===== config.mk =====
export PLATFORM = sky130hd
export DESIGN_NAME = i2c_bit_master_top_flat
export DESIGN_NICKNAME = d
export VERILOG_FILES = /design/src/rtl/core/i2cbm_pkg.sv /design/src/rtl/core/i2cbm_if.sv /design/src/rtl/core/i2cbm_cfg_regs.sv /design/src/rtl/core/i2cbm_step.sv /design/src/rtl/core/i2c_bit_master_top.sv /design/src/flat_wrapper.sv
export SDC_FILE = /design/constraint.sdc
export NUM_CORES = 1
export LEC_CHECK = 0
export ABC_AREA = 1
export BUFFER_PORTS_ARGS = -buffer_cell sky130_fd_sc_hd__buf_2
export CAP_MARGIN = 15
export CELL_PAD_IN_SITES_DETAIL_PLACEMENT = 0
export CELL_PAD_IN_SITES_GLOBAL_PLACEMENT = 2
export CORE_UTILIZATION = 36
export CTS_BUF_LIST = sky130_fd_sc_hd__clkbuf_4 sky130_fd_sc_hd__clkbuf_8
export CTS_CLUSTER_DIAMETER = 200
export DETAILED_ROUTE_END_ITERATION = 16
export GPL_TIMING_DRIVEN = 1
export PLACE_DENSITY = 0.84
export SLEW_MARGIN = 20
export SYNTH_ARGS = -nofsm -noshare
export SYNTH_HDL_FRONTEND = slang
export SYNTH_SLANG_ARGS = --single-unit

===== constraint.sdc =====
create_clock -name clk -period 6.5 [get_ports clk]
set_input_delay 0.325 -clock clk [delete_from_list [all_inputs] [get_ports clk]]
set_output_delay 0.325 -clock clk [all_outputs]
set_load 0.05 [all_outputs]

===== src/rtl/core/i2cbm_pkg.sv =====
`timescale 1ns / 1ps

package i2cbm_pkg;

    // phase codes of the bus sequencer
    localparam int PHASE_W = 4;
    typedef logic [PHASE_W-1:0] phase_t;

    localparam phase_t PH_IDLE    = 4'd0;
    localparam phase_t PH_ST_A    = 4'd1;
    localparam phase_t PH_ST_B    = 4'd2;
    localparam phase_t PH_SP_A    = 4'd3;
    localparam phase_t PH_SP_B    = 4'd4;
    localparam phase_t PH_W_SETUP = 4'd5;
    localparam phase_t PH_W_HIGH  = 4'd6;
    localparam phase_t PH_W_LOW   = 4'd7;
    localparam phase_t PH_A_REL   = 4'd8;
    localparam phase_t PH_A_HIGH  = 4'd9;
    localparam phase_t PH_A_POLL  = 4'd10;
    localparam phase_t PH_R_LOW   = 4'd11;
    localparam phase_t PH_R_HIGH  = 4'd12;
    localparam phase_t PH_K_SETUP = 4'd13;
    localparam phase_t PH_K_HIGH  = 4'd14;

    // request opcodes
    localparam logic [2:0] OP_TICK  = 3'd0;
    localparam logic [2:0] OP_START = 3'd1;
    localparam logic [2:0] OP_STOP  = 3'd2;
    localparam logic [2:0] OP_WRITE = 3'd3;
    localparam logic [2:0] OP_READ  = 3'd4;

    // configuration register indexes
    localparam int CFG_IDX_W = 2;
    localparam logic [CFG_IDX_W-1:0] CFG_TICKS_PER_UNIT = 2'd0;
    localparam logic [CFG_IDX_W-1:0] CFG_ACK_TIMEOUT    = 2'd1;

    localparam logic [15:0] TICKS_RESET   = 16'd72;
    localparam logic [15:0] TIMEOUT_RESET = 16'd250;

    localparam logic [7:0] MSB_MASK = 8'h80;
    localparam int DELAY_W = 20;

    // segment lengths in delay units
    localparam logic [2:0] UNITS_1 = 3'd1;
    localparam logic [2:0] UNITS_2 = 3'd2;
    localparam logic [2:0] UNITS_5 = 3'd5;

    typedef struct packed {
        logic [2:0] op;
        logic [7:0] write_data;
        logic       send_ack;
        logic       sda_in;
    } req_t;

    typedef struct packed {
        logic       scl;
        logic       sda_level;
        logic       sda_drive;
        logic       busy_res;
        logic       done_res;
        logic [7:0] read_data;
        logic       no_ack;
    } res_t;

    typedef struct packed {
        logic [15:0] ticks_per_unit;
        logic [15:0] ack_timeout;
    } cfg_t;

    typedef struct packed {
        phase_t             phase;
        logic [3:0]         bit_count;
        logic [7:0]         shift_reg;
        logic [DELAY_W-1:0] delay_count;
        logic [15:0]        timeout_count;
        logic               scl;
        logic               sda;
        logic               drive;
        logic [7:0]         rx;
        logic               nack;
        logic               ack_choice;
    } state_t;

    // ticks in a segment of the given unit count, zero tick count acts as one
    function automatic logic [DELAY_W-1:0] seg_ticks(input logic [2:0] units,
                                                     input logic [15:0] tpu);
        logic [DELAY_W-1:0] t;
        logic [DELAY_W-1:0] r;
        t = (tpu == 16'd0) ? DELAY_W'(1) : DELAY_W'(tpu);
        unique case (units)
            UNITS_2: r = t << 1;
            UNITS_5: r = (t << 2) + t;
            default: r = t;
        endcase
        return r;
    endfunction

endpackage


===== src/rtl/core/i2cbm_if.sv =====
`timescale 1ns / 1ps

interface i2cbm_req_if;
    logic       valid;
    logic       ready;
    logic [2:0] op;
    logic [7:0] write_data;
    logic       send_ack;
    logic       sda_in;

    modport source (output valid, op, write_data, send_ack, sda_in, input ready);
    modport sink   (input valid, op, write_data, send_ack, sda_in, output ready);
endinterface

interface i2cbm_res_if;
    logic       valid;
    logic       ready;
    logic       scl;
    logic       sda_level;
    logic       sda_drive;
    logic       busy_res;
    logic       done_res;
    logic [7:0] read_data;
    logic       no_ack;

    modport source (output valid, scl, sda_level, sda_drive, busy_res, done_res,
                    read_data, no_ack, input ready);
    modport sink   (input valid, scl, sda_level, sda_drive, busy_res, done_res,
                    read_data, no_ack, output ready);
endinterface

interface i2cbm_cfg_if import i2cbm_pkg::*; ();
    logic                 valid;
    logic                 ready;
    logic [CFG_IDX_W-1:0] index;
    logic [15:0]          data;

    modport source (output valid, index, data, input ready);
    modport sink   (input valid, index, data, output ready);
endinterface


===== src/rtl/core/i2cbm_cfg_regs.sv =====
`timescale 1ns / 1ps

module i2cbm_cfg_regs import i2cbm_pkg::*; (
    input  logic        clk,
    input  logic        rst_n,
    i2cbm_cfg_if.sink   cfg,
    output cfg_t        cfg_q
);

    logic [15:0] ticks_reg;
    logic [15:0] timeout_reg;

    assign cfg.ready = 1'b1;

    always_ff @(posedge clk or negedge rst_n)
    begin
        if (!rst_n)
        begin
            ticks_reg   <= TICKS_RESET;
            timeout_reg <= TIMEOUT_RESET;
        end
        else if (cfg.valid)
        begin
            // writes to unknown indexes are dropped
            if (cfg.index == CFG_TICKS_PER_UNIT)
                ticks_reg <= cfg.data;
            if (cfg.index == CFG_ACK_TIMEOUT)
                timeout_reg <= cfg.data;
        end
    end

    assign cfg_q.ticks_per_unit = ticks_reg;
    assign cfg_q.ack_timeout    = timeout_reg;

endmodule


===== src/rtl/core/i2cbm_step.sv =====
`timescale 1ns / 1ps

module i2cbm_step import i2cbm_pkg::*; (
    input  state_t state,
    input  req_t   req,
    input  cfg_t   cfg,
    output state_t state_next,
    output logic   done
);

    logic [DELAY_W-1:0] dec;
    logic               is_cmd;

    assign is_cmd = (state.phase == PH_IDLE) && (req.op >= OP_START) && (req.op <= OP_READ);

    always_comb
    begin
        state_next = state;
        done       = 1'b0;
        dec        = (state.delay_count != '0) ? state.delay_count - DELAY_W'(1) : '0;
        if (is_cmd)
        begin
            state_next.bit_count = 4'd0;
            unique case (req.op)
                OP_START:
                begin
                    state_next.drive       = 1'b1;
                    state_next.sda         = 1'b1;
                    state_next.scl         = 1'b1;
                    state_next.phase       = PH_ST_A;
                    state_next.delay_count = seg_ticks(UNITS_5, cfg.ticks_per_unit);
                end
                OP_STOP:
                begin
                    state_next.scl         = 1'b0;
                    state_next.sda         = 1'b0;
                    state_next.drive       = 1'b1;
                    state_next.phase       = PH_SP_A;
                    state_next.delay_count = seg_ticks(UNITS_5, cfg.ticks_per_unit);
                end
                OP_WRITE:
                begin
                    state_next.nack        = 1'b0;
                    state_next.shift_reg   = req.write_data;
                    state_next.drive       = 1'b1;
                    state_next.scl         = 1'b0;
                    state_next.sda         = |(req.write_data & MSB_MASK);
                    state_next.phase       = PH_W_SETUP;
                    state_next.delay_count = seg_ticks(UNITS_2, cfg.ticks_per_unit);
                end
                default:
                begin
                    state_next.ack_choice  = req.send_ack;
                    state_next.shift_reg   = 8'd0;
                    state_next.drive       = 1'b0;
                    state_next.sda         = 1'b1;
                    state_next.scl         = 1'b0;
                    state_next.phase       = PH_R_LOW;
                    state_next.delay_count = seg_ticks(UNITS_2, cfg.ticks_per_unit);
                end
            endcase
        end
        else if (state.phase == PH_IDLE)
        begin
            state_next = state;
        end
        else if (state.phase == PH_A_POLL)
        begin
            if (!req.sda_in)
            begin
                state_next.scl   = 1'b0;
                state_next.phase = PH_IDLE;
                done             = 1'b1;
            end
            else if (state.timeout_count >= cfg.ack_timeout)
            begin
                // give up: flag and run a stop
                state_next.nack        = 1'b1;
                state_next.scl         = 1'b0;
                state_next.sda         = 1'b0;
                state_next.drive       = 1'b1;
                state_next.phase       = PH_SP_A;
                state_next.delay_count = seg_ticks(UNITS_5, cfg.ticks_per_unit);
            end
            else
            begin
                state_next.timeout_count = state.timeout_count + 16'd1;
            end
        end
        else
        begin
            state_next.delay_count = dec;
            if (dec == '0)
            begin
                if (state.phase == PH_R_LOW)
                begin
                    state_next.scl         = 1'b1;
                    state_next.shift_reg   = {state.shift_reg[6:0], req.sda_in};
                    state_next.phase       = PH_R_HIGH;
                    state_next.delay_count = seg_ticks(UNITS_1, cfg.ticks_per_unit);
                end
                else
                begin
                    unique case (state.phase)
                        PH_ST_A:
                        begin
                            state_next.sda         = 1'b0;
                            state_next.phase       = PH_ST_B;
                            state_next.delay_count = seg_ticks(UNITS_5, cfg.ticks_per_unit);
                        end
                        PH_ST_B:
                        begin
                            state_next.scl   = 1'b0;
                            state_next.phase = PH_IDLE;
                            done             = 1'b1;
                        end
                        PH_SP_A:
                        begin
                            state_next.scl         = 1'b1;
                            state_next.sda         = 1'b1;
                            state_next.phase       = PH_SP_B;
                            state_next.delay_count = seg_ticks(UNITS_5, cfg.ticks_per_unit);
                        end
                        PH_SP_B:
                        begin
                            state_next.phase = PH_IDLE;
                            done             = 1'b1;
                        end
                        PH_W_SETUP:
                        begin
                            state_next.scl         = 1'b1;
                            state_next.phase       = PH_W_HIGH;
                            state_next.delay_count = seg_ticks(UNITS_2, cfg.ticks_per_unit);
                        end
                        PH_W_HIGH:
                        begin
                            state_next.scl         = 1'b0;
                            state_next.phase       = PH_W_LOW;
                            state_next.delay_count = seg_ticks(UNITS_2, cfg.ticks_per_unit);
                        end
                        PH_W_LOW:
                        begin
                            state_next.bit_count = state.bit_count + 4'd1;
                            state_next.shift_reg = {state.shift_reg[6:0], 1'b0};
                            if (state_next.bit_count < 4'd8)
                            begin
                                state_next.sda         = |(state_next.shift_reg & MSB_MASK);
                                state_next.phase       = PH_W_SETUP;
                                state_next.delay_count =
                                    seg_ticks(UNITS_2, cfg.ticks_per_unit);
                            end
                            else
                            begin
                                // release sda for the acknowledge
                                state_next.drive       = 1'b0;
                                state_next.sda         = 1'b1;
                                state_next.phase       = PH_A_REL;
                                state_next.delay_count =
                                    seg_ticks(UNITS_1, cfg.ticks_per_unit);
                            end
                        end
                        PH_A_REL:
                        begin
                            state_next.scl         = 1'b1;
                            state_next.phase       = PH_A_HIGH;
                            state_next.delay_count = seg_ticks(UNITS_1, cfg.ticks_per_unit);
                        end
                        PH_A_HIGH:
                        begin
                            state_next.timeout_count = 16'd0;
                            state_next.phase         = PH_A_POLL;
                        end
                        PH_R_HIGH:
                        begin
                            state_next.bit_count = state.bit_count + 4'd1;
                            state_next.scl       = 1'b0;
                            if (state_next.bit_count < 4'd8)
                            begin
                                state_next.phase       = PH_R_LOW;
                                state_next.delay_count =
                                    seg_ticks(UNITS_2, cfg.ticks_per_unit);
                            end
                            else
                            begin
                                state_next.drive       = 1'b1;
                                state_next.sda         = ~state.ack_choice;
                                state_next.phase       = PH_K_SETUP;
                                state_next.delay_count =
                                    seg_ticks(UNITS_2, cfg.ticks_per_unit);
                            end
                        end
                        PH_K_SETUP:
                        begin
                            state_next.scl         = 1'b1;
                            state_next.phase       = PH_K_HIGH;
                            state_next.delay_count = seg_ticks(UNITS_5, cfg.ticks_per_unit);
                        end
                        PH_K_HIGH:
                        begin
                            state_next.scl   = 1'b0;
                            state_next.rx    = state.shift_reg;
                            state_next.phase = PH_IDLE;
                            done             = 1'b1;
                        end
                        default:
                        begin
                            state_next.phase = PH_IDLE;
                        end
                    endcase
                end
            end
        end
    end

endmodule


===== src/rtl/core/i2c_bit_master_top.sv =====
`timescale 1ns / 1ps

// bit-level i2c master: every request on req is one bus tick, and while the
// sequencer is idle a request may carry a command instead (start, stop, write
// a byte and wait for the acknowledge, read a byte and send ack or nack).
// each request gives exactly one result on res with the scl/sda levels to
// drive, busy, a done pulse, the last read byte and the no-ack flag. one
// request is taken per clock while res is not held; a request passes an input
// register and then the sequencer step into the result register, from which
// its result is shown on res. both sides stall together when res is held.
// segment lengths are multiples of ticks_per_unit ticks (config index 0);
// ack_timeout (index 1) bounds the acknowledge polling. configuration is to be written by
// the user only while no request is in flight; the block does not enforce it.

module i2c_bit_master_top import i2cbm_pkg::*; (
    input  logic       clk,
    input  logic       rst_n,
    i2cbm_req_if.sink  req,
    i2cbm_res_if.source res,
    i2cbm_cfg_if.sink  cfg
);

    // pipeline control
    logic   advance;
    logic   req_valid_reg;
    req_t   req_reg;
    logic   res_valid_reg;
    res_t   res_reg;

    // sequencer state
    state_t state_reg;
    state_t state_next;
    logic   step_done;
    cfg_t   cfg_q;

    // whole pipe moves when the result slot is free or being emptied
    assign advance   = !res_valid_reg || res.ready;
    assign req.ready = advance;

    i2cbm_cfg_regs u_cfg (
        .clk   (clk),
        .rst_n (rst_n),
        .cfg   (cfg),
        .cfg_q (cfg_q)
    );

    i2cbm_step u_step (
        .state      (state_reg),
        .req        (req_reg),
        .cfg        (cfg_q),
        .state_next (state_next),
        .done       (step_done)
    );

    // input register, payload needs no reset
    always_ff @(posedge clk)
    begin
        if (advance && req.valid)
        begin
            req_reg.op         <= req.op;
            req_reg.write_data <= req.write_data;
            req_reg.send_ack   <= req.send_ack;
            req_reg.sda_in     <= req.sda_in;
        end
    end

    // valid flags
    always_ff @(posedge clk or negedge rst_n)
    begin
        if (!rst_n)
        begin
            req_valid_reg <= 1'b0;
            res_valid_reg <= 1'b0;
        end
        else if (advance)
        begin
            req_valid_reg <= req.valid;
            res_valid_reg <= req_valid_reg;
        end
    end

    // sequencer state, bus idle after reset
    always_ff @(posedge clk or negedge rst_n)
    begin
        if (!rst_n)
        begin
            state_reg.phase         <= PH_IDLE;
            state_reg.bit_count     <= 4'd0;
            state_reg.shift_reg     <= 8'd0;
            state_reg.delay_count   <= '0;
            state_reg.timeout_count <= 16'd0;
            state_reg.scl           <= 1'b1;
            state_reg.sda           <= 1'b1;
            state_reg.drive         <= 1'b1;
            state_reg.rx            <= 8'd0;
            state_reg.nack          <= 1'b0;
            state_reg.ack_choice    <= 1'b0;
        end
        else if (advance && req_valid_reg)
        begin
            state_reg <= state_next;
        end
    end

    // result register
    always_ff @(posedge clk)
    begin
        if (advance && req_valid_reg)
        begin
            res_reg.scl       <= state_next.scl;
            res_reg.sda_level <= state_next.sda;
            res_reg.sda_drive <= state_next.drive;
            res_reg.busy_res  <= (state_next.phase != PH_IDLE);
            res_reg.done_res  <= step_done;
            res_reg.read_data <= state_next.rx;
            res_reg.no_ack    <= state_next.nack;
        end
    end

    assign res.valid     = res_valid_reg;
    assign res.scl       = res_reg.scl;
    assign res.sda_level = res_reg.sda_level;
    assign res.sda_drive = res_reg.sda_drive;
    assign res.busy_res  = res_reg.busy_res;
    assign res.done_res  = res_reg.done_res;
    assign res.read_data = res_reg.read_data;
    assign res.no_ack    = res_reg.no_ack;

    // a completing command always leaves the sequencer idle
    a_done_not_busy: assert property (@(posedge clk) disable iff (!rst_n)
        res_valid_reg && res_reg.done_res |-> !res_reg.busy_res)
        else $error("done reported while still busy");

    // sda is released while polling for the acknowledge
    a_poll_released: assert property (@(posedge clk) disable iff (!rst_n)
        state_reg.phase == PH_A_POLL |-> !state_reg.drive)
        else $error("sda driven during acknowledge poll");

    // the sequencer moves only on a request that reaches the result register
    a_state_holds: assert property (@(posedge clk) disable iff (!rst_n)
        !(advance && req_valid_reg) |=> $stable(state_reg))
        else $error("sequencer state changed without a request");

endmodule


===== src/flat_wrapper.sv =====
// flat-port wrapper written by rule: the top's interface ports become plain ports
module i2c_bit_master_top_flat import i2cbm_pkg::*;
  (clk, rst_n, req_valid, req_op, req_write_data, req_send_ack, req_sda_in, req_ready, res_valid, res_scl, res_sda_level, res_sda_drive, res_busy_res, res_done_res, res_read_data, res_no_ack, res_ready, cfg_valid, cfg_index, cfg_data, cfg_ready);
  i2cbm_req_if req_i ();
  i2cbm_res_if res_i ();
  i2cbm_cfg_if cfg_i ();
  input  logic clk;
  input  logic rst_n;
  input wire logic [$bits(req_i.valid)-1:0] req_valid;
  input wire logic [$bits(req_i.op)-1:0] req_op;
  input wire logic [$bits(req_i.write_data)-1:0] req_write_data;
  input wire logic [$bits(req_i.send_ack)-1:0] req_send_ack;
  input wire logic [$bits(req_i.sda_in)-1:0] req_sda_in;
  output wire logic [$bits(req_i.ready)-1:0] req_ready;
  output wire logic [$bits(res_i.valid)-1:0] res_valid;
  output wire logic [$bits(res_i.scl)-1:0] res_scl;
  output wire logic [$bits(res_i.sda_level)-1:0] res_sda_level;
  output wire logic [$bits(res_i.sda_drive)-1:0] res_sda_drive;
  output wire logic [$bits(res_i.busy_res)-1:0] res_busy_res;
  output wire logic [$bits(res_i.done_res)-1:0] res_done_res;
  output wire logic [$bits(res_i.read_data)-1:0] res_read_data;
  output wire logic [$bits(res_i.no_ack)-1:0] res_no_ack;
  input wire logic [$bits(res_i.ready)-1:0] res_ready;
  input wire logic [$bits(cfg_i.valid)-1:0] cfg_valid;
  input wire logic [$bits(cfg_i.index)-1:0] cfg_index;
  input wire logic [$bits(cfg_i.data)-1:0] cfg_data;
  output wire logic [$bits(cfg_i.ready)-1:0] cfg_ready;
  assign req_i.valid = req_valid;
  assign req_i.op = req_op;
  assign req_i.write_data = req_write_data;
  assign req_i.send_ack = req_send_ack;
  assign req_i.sda_in = req_sda_in;
  assign req_ready = req_i.ready;
  assign res_valid = res_i.valid;
  assign res_scl = res_i.scl;
  assign res_sda_level = res_i.sda_level;
  assign res_sda_drive = res_i.sda_drive;
  assign res_busy_res = res_i.busy_res;
  assign res_done_res = res_i.done_res;
  assign res_read_data = res_i.read_data;
  assign res_no_ack = res_i.no_ack;
  assign res_i.ready = res_ready;
  assign cfg_i.valid = cfg_valid;
  assign cfg_i.index = cfg_index;
  assign cfg_i.data = cfg_data;
  assign cfg_ready = cfg_i.ready;
  i2c_bit_master_top u_core (.clk(clk), .rst_n(rst_n), .req(req_i), .res(res_i), .cfg(cfg_i));
endmodule

Word-level counts from Yosys, hierarchy flattened. Cells that the tools add are included.

$add $sub $neg: 4. $lt $le $gt $ge: 4. Equality and inequality tests: 27. Multiplexer cells: 57. Bitwise operators: 4. Reduce and logical (&&, ||, !) cells: 33.

Operator list (number): 20-bit case mux with 4 select lines (1); 36-bit two-way mux (2); 16-bit two-way mux (4); 64-bit two-way mux (1); 63-bit two-way mux (1); 20-bit two-way mux (2); 39-bit two-way mux (1); 4-bit case mux with 9 select lines (1); 8-bit two-way mux (4); 4-bit == test, second input constant (7); 28-bit two-way mux (1); 4-bit two-way mux (7); 20-bit logical NOT (1); 20-bit nonzero test (1); 20-bit by 1-bit subtractor with 20-bit output, second input constant (1); 18-bit by 16-bit adder with 19-bit output (1); 19-bit two-way mux (1); 17-bit two-way mux (1); 16-bit by 1-bit adder with 16-bit output, second input constant (1); 4-bit by 3-bit == test with 1-bit output, second input constant (4); 16-bit >= comparator (1); 16-bit logical NOT (1); 8-bit case mux with 2 select lines (1); 1-bit two-way mux (14); 37 further kinds (69).

Register bits after elaboration: 126. Input bits: 36. Output and inout bits: 17. Logic and storage cells: 155.

Longest topological paths before layout. Gate-level depths: netlist of run 1.

Depth in word-level cells: 12. Depth in mapped cells: 21. Gate-level depth less buffers: 20.

By module. From an unflattened synthesis of run 1, not the netlist that was laid out.

Cells, all modules: 1572. Area total of the unflattened synthesis: 10313.6 sq um.

Modules (own cells, without submodules): i2cbm_step (instances 1, cells an instance 1106, area each 5457.7 sq um, seq. area each 0.0 sq um); i2c_bit_master_top (instances 1, cells an instance 322, area each 3485.8 sq um, seq. area each 2491.1 sq um); i2cbm_cfg_regs (instances 1, cells an instance 144, area each 1370.1 sq um, seq. area each 810.8 sq um).

Worst setup path before layout of run 1. No wires, ideal clock.

Path kind: reg-to-reg. Start: register u_core.state_reg[29] in the netlist's numbering. End: register, netlist name u_core.res.busy_res. Setup time: 0.263 ns. Arrival time: 2.388 ns. Data required time: 6.237 ns. Slack: 3.849 ns. Cell stages (with the launch flop): 18. Buffers on the path: 2. Period minus slack after synthesis: 2.651 ns. Cell sequence: dfrtp_1 > inv_1 > ha_1 > nand2_2 > nor2_4 > nand3_2 > buf_6 > nand3_2 > nand2_1 > nor2_1 > nand2_1 > nor2_1 > nand2_1 > clkbuf_1 > nand2_1 > nand3_1 > nor3_1 > nand3b_1.

Longest elaborated chain between the ends: 8. Elaborated cells between the ends (all ways): 9. Classes of those cells: 1 x add/sub; 5 x mux; 3 x reduce/logical.

RTL lines: start, declared (line i2c_bit_master_top.sv:31) `state_t state_reg;`; start signal, assigned (line i2c_bit_master_top.sv:101) `state_reg <= state_next;`; 20-bit by 1-bit subtractor with 20-bit output or 20-bit nonzero test (tied branches) (line i2cbm_step.sv:20) `dec = (state.delay_count != '0) ? state.delay_count - DELAY_W'(1) : '0;`; 20-bit two-way mux * (line i2cbm_step.sv:20); 20-bit logical NOT * (line i2cbm_step.sv:93) `if (dec == '0)`; 63-bit two-way mux * (line i2cbm_step.sv:93); 4-bit two-way mux * (line i2cbm_step.sv:67) `else if (state.phase == PH_A_POLL)`; 64-bit two-way mux * (line i2cbm_step.sv:63) `else if (state.phase == PH_IDLE)`; 36-bit two-way mux * (line i2cbm_step.sv:21) `if (is_cmd)`; 4-bit nonzero test * (line i2c_bit_master_top.sv:113) `res_reg.busy_res <= (state_next.phase != PH_IDLE);`.

Mark *: on every way between the ends. The rest lies on a longest branch, timed or not. The select of a mux whose other input is x is not followed. A chain may end at the register's enable or synchronous reset.

Final worst setup path of run 1.
Start: register u_core.state_reg[29] in the netlist's numbering. End: register u_core.state_reg[11] in the netlist's numbering.

Longest elaborated chain between the ends: 7. Elaborated cells between the ends (all ways): 8. Classes of those cells: 1 x add/sub; 5 x mux; 2 x reduce/logical.

RTL lines (line): 20-bit by 1-bit subtractor with 20-bit output or 20-bit nonzero test (tied branches) (i2cbm_step.sv:20); 20-bit two-way mux * (i2cbm_step.sv:20); 20-bit logical NOT * (i2cbm_step.sv:93); 63-bit two-way mux * (i2cbm_step.sv:93); 39-bit two-way mux * (i2cbm_step.sv:67); 64-bit two-way mux * (i2cbm_step.sv:63); 3-bit two-way mux * (i2cbm_step.sv:21).

Marked as above.

==> results of run 1 <==
==> metrics by stage <==
stage	instances	utilization, %	instance area (sq um)	power (mW)	setup WS (ns)
finish	1673	40.4	9890	3.71	2.41
global route	1673	40.4	9890	4.02	2.04
CTS	1673	40.4	9890	3.72	2.43
detailed placement	1640	38.9	9520	3.04	2.46
global placement	1640	38.9	9520	3.06	2.64
floorplan	1310	-	9030	2.51	3.85
==> layer usage <==
metal	global-route usage, %	up-vias	wire length (um)
li1	-	4326	-
met1	31.0	3926	13300
met2	35.1	181	12400
met3	3.23	32	1040
met4	6.19	0	495
met5	0	-	0
==> synth_stat cells, types with 4 or more instances <==
cell	number	area, sq um
a21oi_1	51	255
inv_1	164	616
o31ai_1	4	30.0
clkbuf_1	37	139
nand3b_1	4	30.0
edfxtp_1	27	811
xor2_1	16	140
clkinv_1	4	15.0
nor2_4	5	56.3
o211ai_1	7	52.6
dfrtp_1	88	2200
nor2_2	6	37.5
o21ai_2	8	70.1
o22ai_1	10	62.6
nand2_2	16	100
nand4_1	15	93.8
a21boi_0	13	97.6
nor2_1	120	450
o21ai_0	107	536
dfstp_2	11	289
nor3_1	8	40.0
nor4_1	7	43.8
o21ai_1	18	90.1
nand3_2	12	120
nand3_1	103	515
ha_1	33	413
nand2_1	375	1410
buf_2	9	45.0
==> logic make-up (layout without fill, tap and decap cells) <==
group,count (synthesis),count (layout),synth area share [%]
compound gates,234,234,14.7
xor+xnor,18,18,1.75
fa+ha+maj,34,34,4.80
buf+inv,220,259,9.52
flops,126,126,36.6
mux,1,1,0.125
other cells,1,1,0.0415
simple gates,676,676,32.5
==> cell type report <==
cell class	count	share of cell area, %
inverter	169	6.41
tap	324	4.10
multi-input combinational	964	49.3
sequential	126	33.4
timing repair buffer	58	3.16
clock buffer	19	2.52
clock inverter	13	1.16
==> critical path, cell delays in order, from the launching register on <==
cell and delay (ns):
dfrtp_1 0.37, inv_1 0.15, ha_1 0.22, nand2_2 0.13
nor2_4 0.19, nand3_2 0.48, nand3_1 0.39, nand2_1 0.08
nor2_1 0.13, nand2_1 0.07, nor2_1 0.17, nand2_1 0.63
inv_1 0.56, nand2_1 0.10, nand2_1 0.07, nand2_1 0.06
nand2_1 0.07, nand3b_1 0.07, nand2_1 0.07
==> worst max path at each step <==
stage,startpoint,end,depth (start not counted)
after floorplan,u_core.state_reg[29],u_core.res.busy_res,17
after global placement,u_core.state_reg[29],u_core.res.sda_level,16
after detailed placement,u_core.state_reg[29],u_core.state_reg[11],18
after CTS,u_core.state_reg[29],u_core.state_reg[11],18
after global routing,u_core.state_reg[29],u_core.state_reg[11],18
final,u_core.state_reg[29],u_core.state_reg[11],18
==> power breakdown <==
part / internal [mW] / switching, mW / leakage, nW / total (mW)
Clock: 0.312 / 0.361 / 0.188 / 0.673
Combinational: 0.577 / 1.27 / 3.17 / 1.84
Sequential: 1.01 / 0.181 / 1.44 / 1.20
Total: 1.90 / 1.81 / 4.80 / 3.71
==> metrics.txt, run 1 <==
Final nets=1,406; reg2reg end=u_core.state_reg[11]; mapped cell area=0.00903 sq mm; R2R cell count=18; post-DR vias/cell=5.06; die height=160 um; WHS Endpoint=u_core.req_reg[8]; Die W=160 um; Slew Limit Fails=0; worst reg-to-reg setup slack=2.41 ns; post-layout minimum cycle time=4.09 ns; WS Path Type=reg -> reg; largest net degree at the start of global routing=58; post-synthesis cell type count=50; port bufs=51; register area=0.00330 sq mm; Synth Register Bits=126; Syn Area/Cell=6.89 sq um; via count=8,465; max cap viols=0; Yosys warnings=0; Rows=57; Hold Vio Cnt, Final=0; Hold Path Class=in -> reg; TritonCTS Sinks=126; Max Clk Rate=0.244 GHz; full die area=0.0257 sq mm; Hold Slack=0.0418 ns; Layout area overhead=9.58%; CTS tree=built; Resized Gates After CTS=0; number of flops mapped to enable cells by yosys=27; skew final=0.0150 ns; grt ovf=0; Hold Startpoint=req_write_data[6]; syn nets=1,380; GRT Util Overall=22.0%; final WL=27,200 um; VDD IR-drop max=150 uV; Worst Setup End Kind=flip-flop; CTS max path bufs=2; Final TNS setup=0 ns; Rel. slew slack=31.7%; RSZ-0062 raised after global routing=no; max reg flops=65; hold path depth=1; first-pass GRT wire length=44,500 um; Data required, critical path=6.89 ns; Initial Util=36.9%; Initial DRC Count=643; Reg clk slew, reported paths=0.09 ns; leading cell type in the layout, fill and taps excluded=nand2_1; leakage=4.80 nW; antenna violations before repair=0; most frequent cells in the layout=375 x nand2_1, 164 x inv_1, 119 x nor2_1; HPWL after DPL=20,300 um; commonest register cell after synthesis=dfrtp_1; largest fanout on the critical path=27; CTS Hold Bufs=1; Routed Antenna Nets=0; share of cells above drive strength 1=11.5%; Final Setup Violations=0; H-tree levels=4; floorplan core area=0.0245 sq mm; postcts setup bufs=0; I/O Pins=53; cts bufs inserted=17; root buf cell=clkbuf_8; routability cong.=0.885; Worst R2R Start=u_core.state_reg[29]; arrival time worst endpoint=4.48 ns; period utilisation layout=63.0%; Tightest Pin Transition=1.02 ns; Syn Inst Count=1,310; Post-route DRC=0; vias in the first global route=8,193; pwr dens=375 mW/mm^2; status=complete, no violations; Seq/Total Area, Yosys=36.6%; ANT cells=0; startpoint type of the worst setup path=flip-flop; filler instances=2,655; drt first pass iters=6; clk_lat worst skew=0.45 ns; WL/cell=16.3 um; Multi-input gate area=0.00487 sq mm; Synth async-reset ratio=78.6%
Power figures use the tool's default switching activity.
==> run 2, diff against run 1 <==
--- a/config.mk
+++ b/config.mk
@@ -5,7 +5,7 @@
 export SDC_FILE = /design/constraint.sdc
 export NUM_CORES = 1
 export LEC_CHECK = 0
-export ABC_AREA = 1
+export ABC_AREA = 0
 export BUFFER_PORTS_ARGS = -buffer_cell sky130_fd_sc_hd__buf_2
 export CAP_MARGIN = 15
 export CELL_PAD_IN_SITES_DETAIL_PLACEMENT = 0
@@ -15,7 +15,7 @@
 export CTS_CLUSTER_DIAMETER = 200
 export DETAILED_ROUTE_END_ITERATION = 16
 export GPL_TIMING_DRIVEN = 1
-export PLACE_DENSITY = 0.84
+export PLACE_DENSITY = 0.77
 export SLEW_MARGIN = 20
 export SYNTH_ARGS = -nofsm -noshare
 export SYNTH_HDL_FRONTEND = slang
==> constraint.sdc (replaced) <==
create_clock -name clk -period 4 [get_ports clk]
set_input_delay 0.2 -clock clk [delete_from_list [all_inputs] [get_ports clk]]
set_output_delay 0.2 -clock clk [all_outputs]
set_load 0.05 [all_outputs]
==> run 2 against run 1 <==
Compared with the run above:
- final area up 1.1%
- cell count down 20%
- largest cell class unchanged
- clock skew down 0.0011 ns
- highest routed layer unchanged
- count of clock-buffer cells in the layout down 2
==> metrics.txt, run 2 <==
post-layout minimum cycle time=3.83 ns (-0.268 ns); Slew Limit Fails=0 (unchanged); Tightest Pin Transition=0.836 ns (-0.186 ns); WL/cell=18.4 um (+13%); Synth Register Bits=126 (unchanged); via count=7,359 (-13%); Worst Setup End Kind=flip-flop; Routed Antenna Nets=0 (unchanged); Post-route DRC=0 (unchanged); Synth top cells by count=88 x dfrtp_1, 85 x nor2_1, 76 x nand2_1; Initial DRC Count=423 (-34%); arrival time worst endpoint=4.16 ns (-0.32 ns); WS Path Type=reg -> reg; post-DR vias/cell=5.48 (+8.2%); max cap viols=0 (unchanged); startpoint type of the worst setup path=flip-flop; Hold Vio Cnt, Final=0 (unchanged); final WL=24,700 um (-9.3%); die height=155 um (-3.5%); CTS tree=built; VDD IR-drop max=255 uV (+70%); grt ovf=0 (unchanged); Synth area leader=dfrtp_1; share of cells above drive strength 1=22.9% (+11 points); cts bufs inserted=17 (unchanged); Max Clk Rate=0.261 GHz (+7.0%); routability cong.=0.856 (-3.3%); most frequent cells in the layout=88 x dfrtp_1, 85 x nor2_1, 76 x nand2_1; ANT cells=0 (unchanged); Final nets=1,088 (-23%); largest net degree at the start of global routing=79 (+36%); status=complete, no violations; GRT Util Overall=21.3% (-0.70 points); Rel. slew slack=44.1% (+12 points); leakage=4.25 nW (-11%); pwr dens=577 mW/mm^2 (+54%); Data required, critical path=4.33 ns (-2.56 ns); filler instances=2,279 (-14%); RSZ-0062 raised after global routing=no; Rows=55 (-3.5%); first-pass GRT wire length=39,600 um (-11%); period utilisation layout=95.6% (+33 points); count leader, synth=dfrtp_1; I/O Pins=53 (unchanged); Synth async-reset ratio=78.6% (unchanged); Reg clk slew, reported paths=0.08 ns (about the same); H-tree levels=4 (unchanged); skew final=0.0139 ns (-0.00112 ns); drt first pass iters=5 (-1); CTS max path bufs=2 (unchanged); commonest register cell after synthesis=dfrtp_1; leading cell type in the layout, fill and taps excluded=dfrtp_1; Initial Util=36.9% (about the same); area share of the largest cell type after synthesis=26.2% (+1.8 points); root buf cell=clkbuf_8; syn nets=988 (-28%); HPWL after DPL=18,500 um (-9.0%); antenna violations before repair=0 (unchanged); Syn Inst Count=918 (-30%); Seq/Total Area, Yosys=39.3% (+2.7 points); vias in the first global route=7,310 (-11%); post-synthesis cell type count=85 (+70%); Layout area overhead=19.0%; floorplan core area=0.0228 sq mm (-6.9%); max reg flops=65 (unchanged); Final TNS setup=0 ns (unchanged); full die area=0.0239 sq mm (-6.9%); total power draw=5.77 mW (+55%); Final Setup Violations=0 (unchanged); clk_lat worst skew=0.45 ns (about the same); number of flops mapped to enable cells by yosys=27 (unchanged); largest fanout on the critical path=12 (-56%); Die W=155 um (-3.5%); Hold Slack=0.0341 ns (-0.00765 ns); Yosys warnings=0 (unchanged); Hold Path Class=in -> reg; top cells by area, synth=dfrtp_1 26%, edfxtp_1 9.7%, mux2_2 7.9%; TritonCTS Sinks=126 (unchanged); port bufs=51 (unchanged); mapped cell area=0.00840 sq mm (-6.9%); Syn Area/Cell=9.15 sq um (+33%)
[run 2: cell count changes after synthesis, moves of 35 or more]
cell and delta:
nor2_1 -35, nand3_1 -67, o21ai_0 -51, inv_1 -134, nand2_1 -299, mux2_2 +58
[run 2: final cells by class]
| type | instances | area (sq um) | area share, % |
|---|---|---|---|
| multi-input cells | 702 | 4770 | 47.7 |
| flip-flops and latches | 126 | 3300 | 33.0 |
| repair buffers | 141 | 1030 | 10.3 |
| well taps | 313 | 392 | 3.92 |
| clock buffers | 17 | 234 | 2.34 |
| clock inverters | 15 | 160 | 1.60 |
| inverters | 30 | 113 | 1.13 |
[run 2: metrics by stage]
step | util [%] | setup slack (ns) | cell area, sq um | cells
after floorplan | - | 0.241 | 8400 | 918
after global placement | 40.8 | 0.220 | 9290 | 1283
after detailed placement | 40.8 | 0.141 | 9290 | 1283
after CTS | 43.7 | 0.128 | 9960 | 1343
after global routing | 43.9 | 0.0289 | 10000 | 1344
final | 43.9 | 0.175 | 10000 | 1344
[run 2: power by group]
| part | total, mW | switching [mW] | internal (mW) |
|---|---|---|---|
| clock | 1.12 | 0.642 | 0.474 |
| combinational | 2.80 | 1.67 | 1.12 |
| sequential | 1.86 | 0.289 | 1.57 |
[run 2: logic make-up after synthesis]
family	synth area share, %
xor gates and xnor gates	4.07
buffers and inverters	4.29
other	0.0446
and+or+nand+nor	19.1
DFF	39.3
adders and majority gates	5.27
AOI/OAI and AO/OA	19.7
muxes	8.15
[run 2: final timing paths]
path                                 startpoint                           end  slack (ns)  cells past startpoint
min reg2reg                 u_core.state_reg[1]           u_core.state_reg[1]        0.49                      2
max                        u_core.state_reg[30]           u_core.state_reg[7]        0.17                     10
max in group asynchronous                 rst_n          u_core.state_reg[11]        2.76                      3
max reg2reg                u_core.state_reg[30]           u_core.state_reg[7]        0.17                     10
min in group asynchronous                 rst_n   u_core.u_cfg.timeout_reg[2]        0.36                      2
min                                cfg_data[13]  u_core.u_cfg.timeout_reg[13]        0.03                      2
[run 2: per-layer routing]
layer  vias to the layer above  global-route usage, %  part of all wire [%]
met5                         -                      0                     0
met4                         0                   7.36                   1.8
met3                        24                   2.16                   3.0
met2                       155                   34.5                    47
met1                      3587                   29.7                    48
li1                       3593                      -                     -
[run 2: what timing repair did]
item	CTS	global route
hold endpoints to repair	107	0
hold buffers	28	0
endpoints found under the setup margin	0	22
gates resized for setup	0	1
buffers inserted	0	1
[run 2: critical path, stage by stage (launching register included)]
cell and delay, ns:
dfrtp_1 0.45, or4_4 0.59, or4_4 0.54, o21ai_0 0.24, or2b_1 0.30, o41ai_4 0.40
nand2_1 0.17, nor3_4 0.19, buf_4 0.21, mux2_2 0.36, mux2_2 0.26
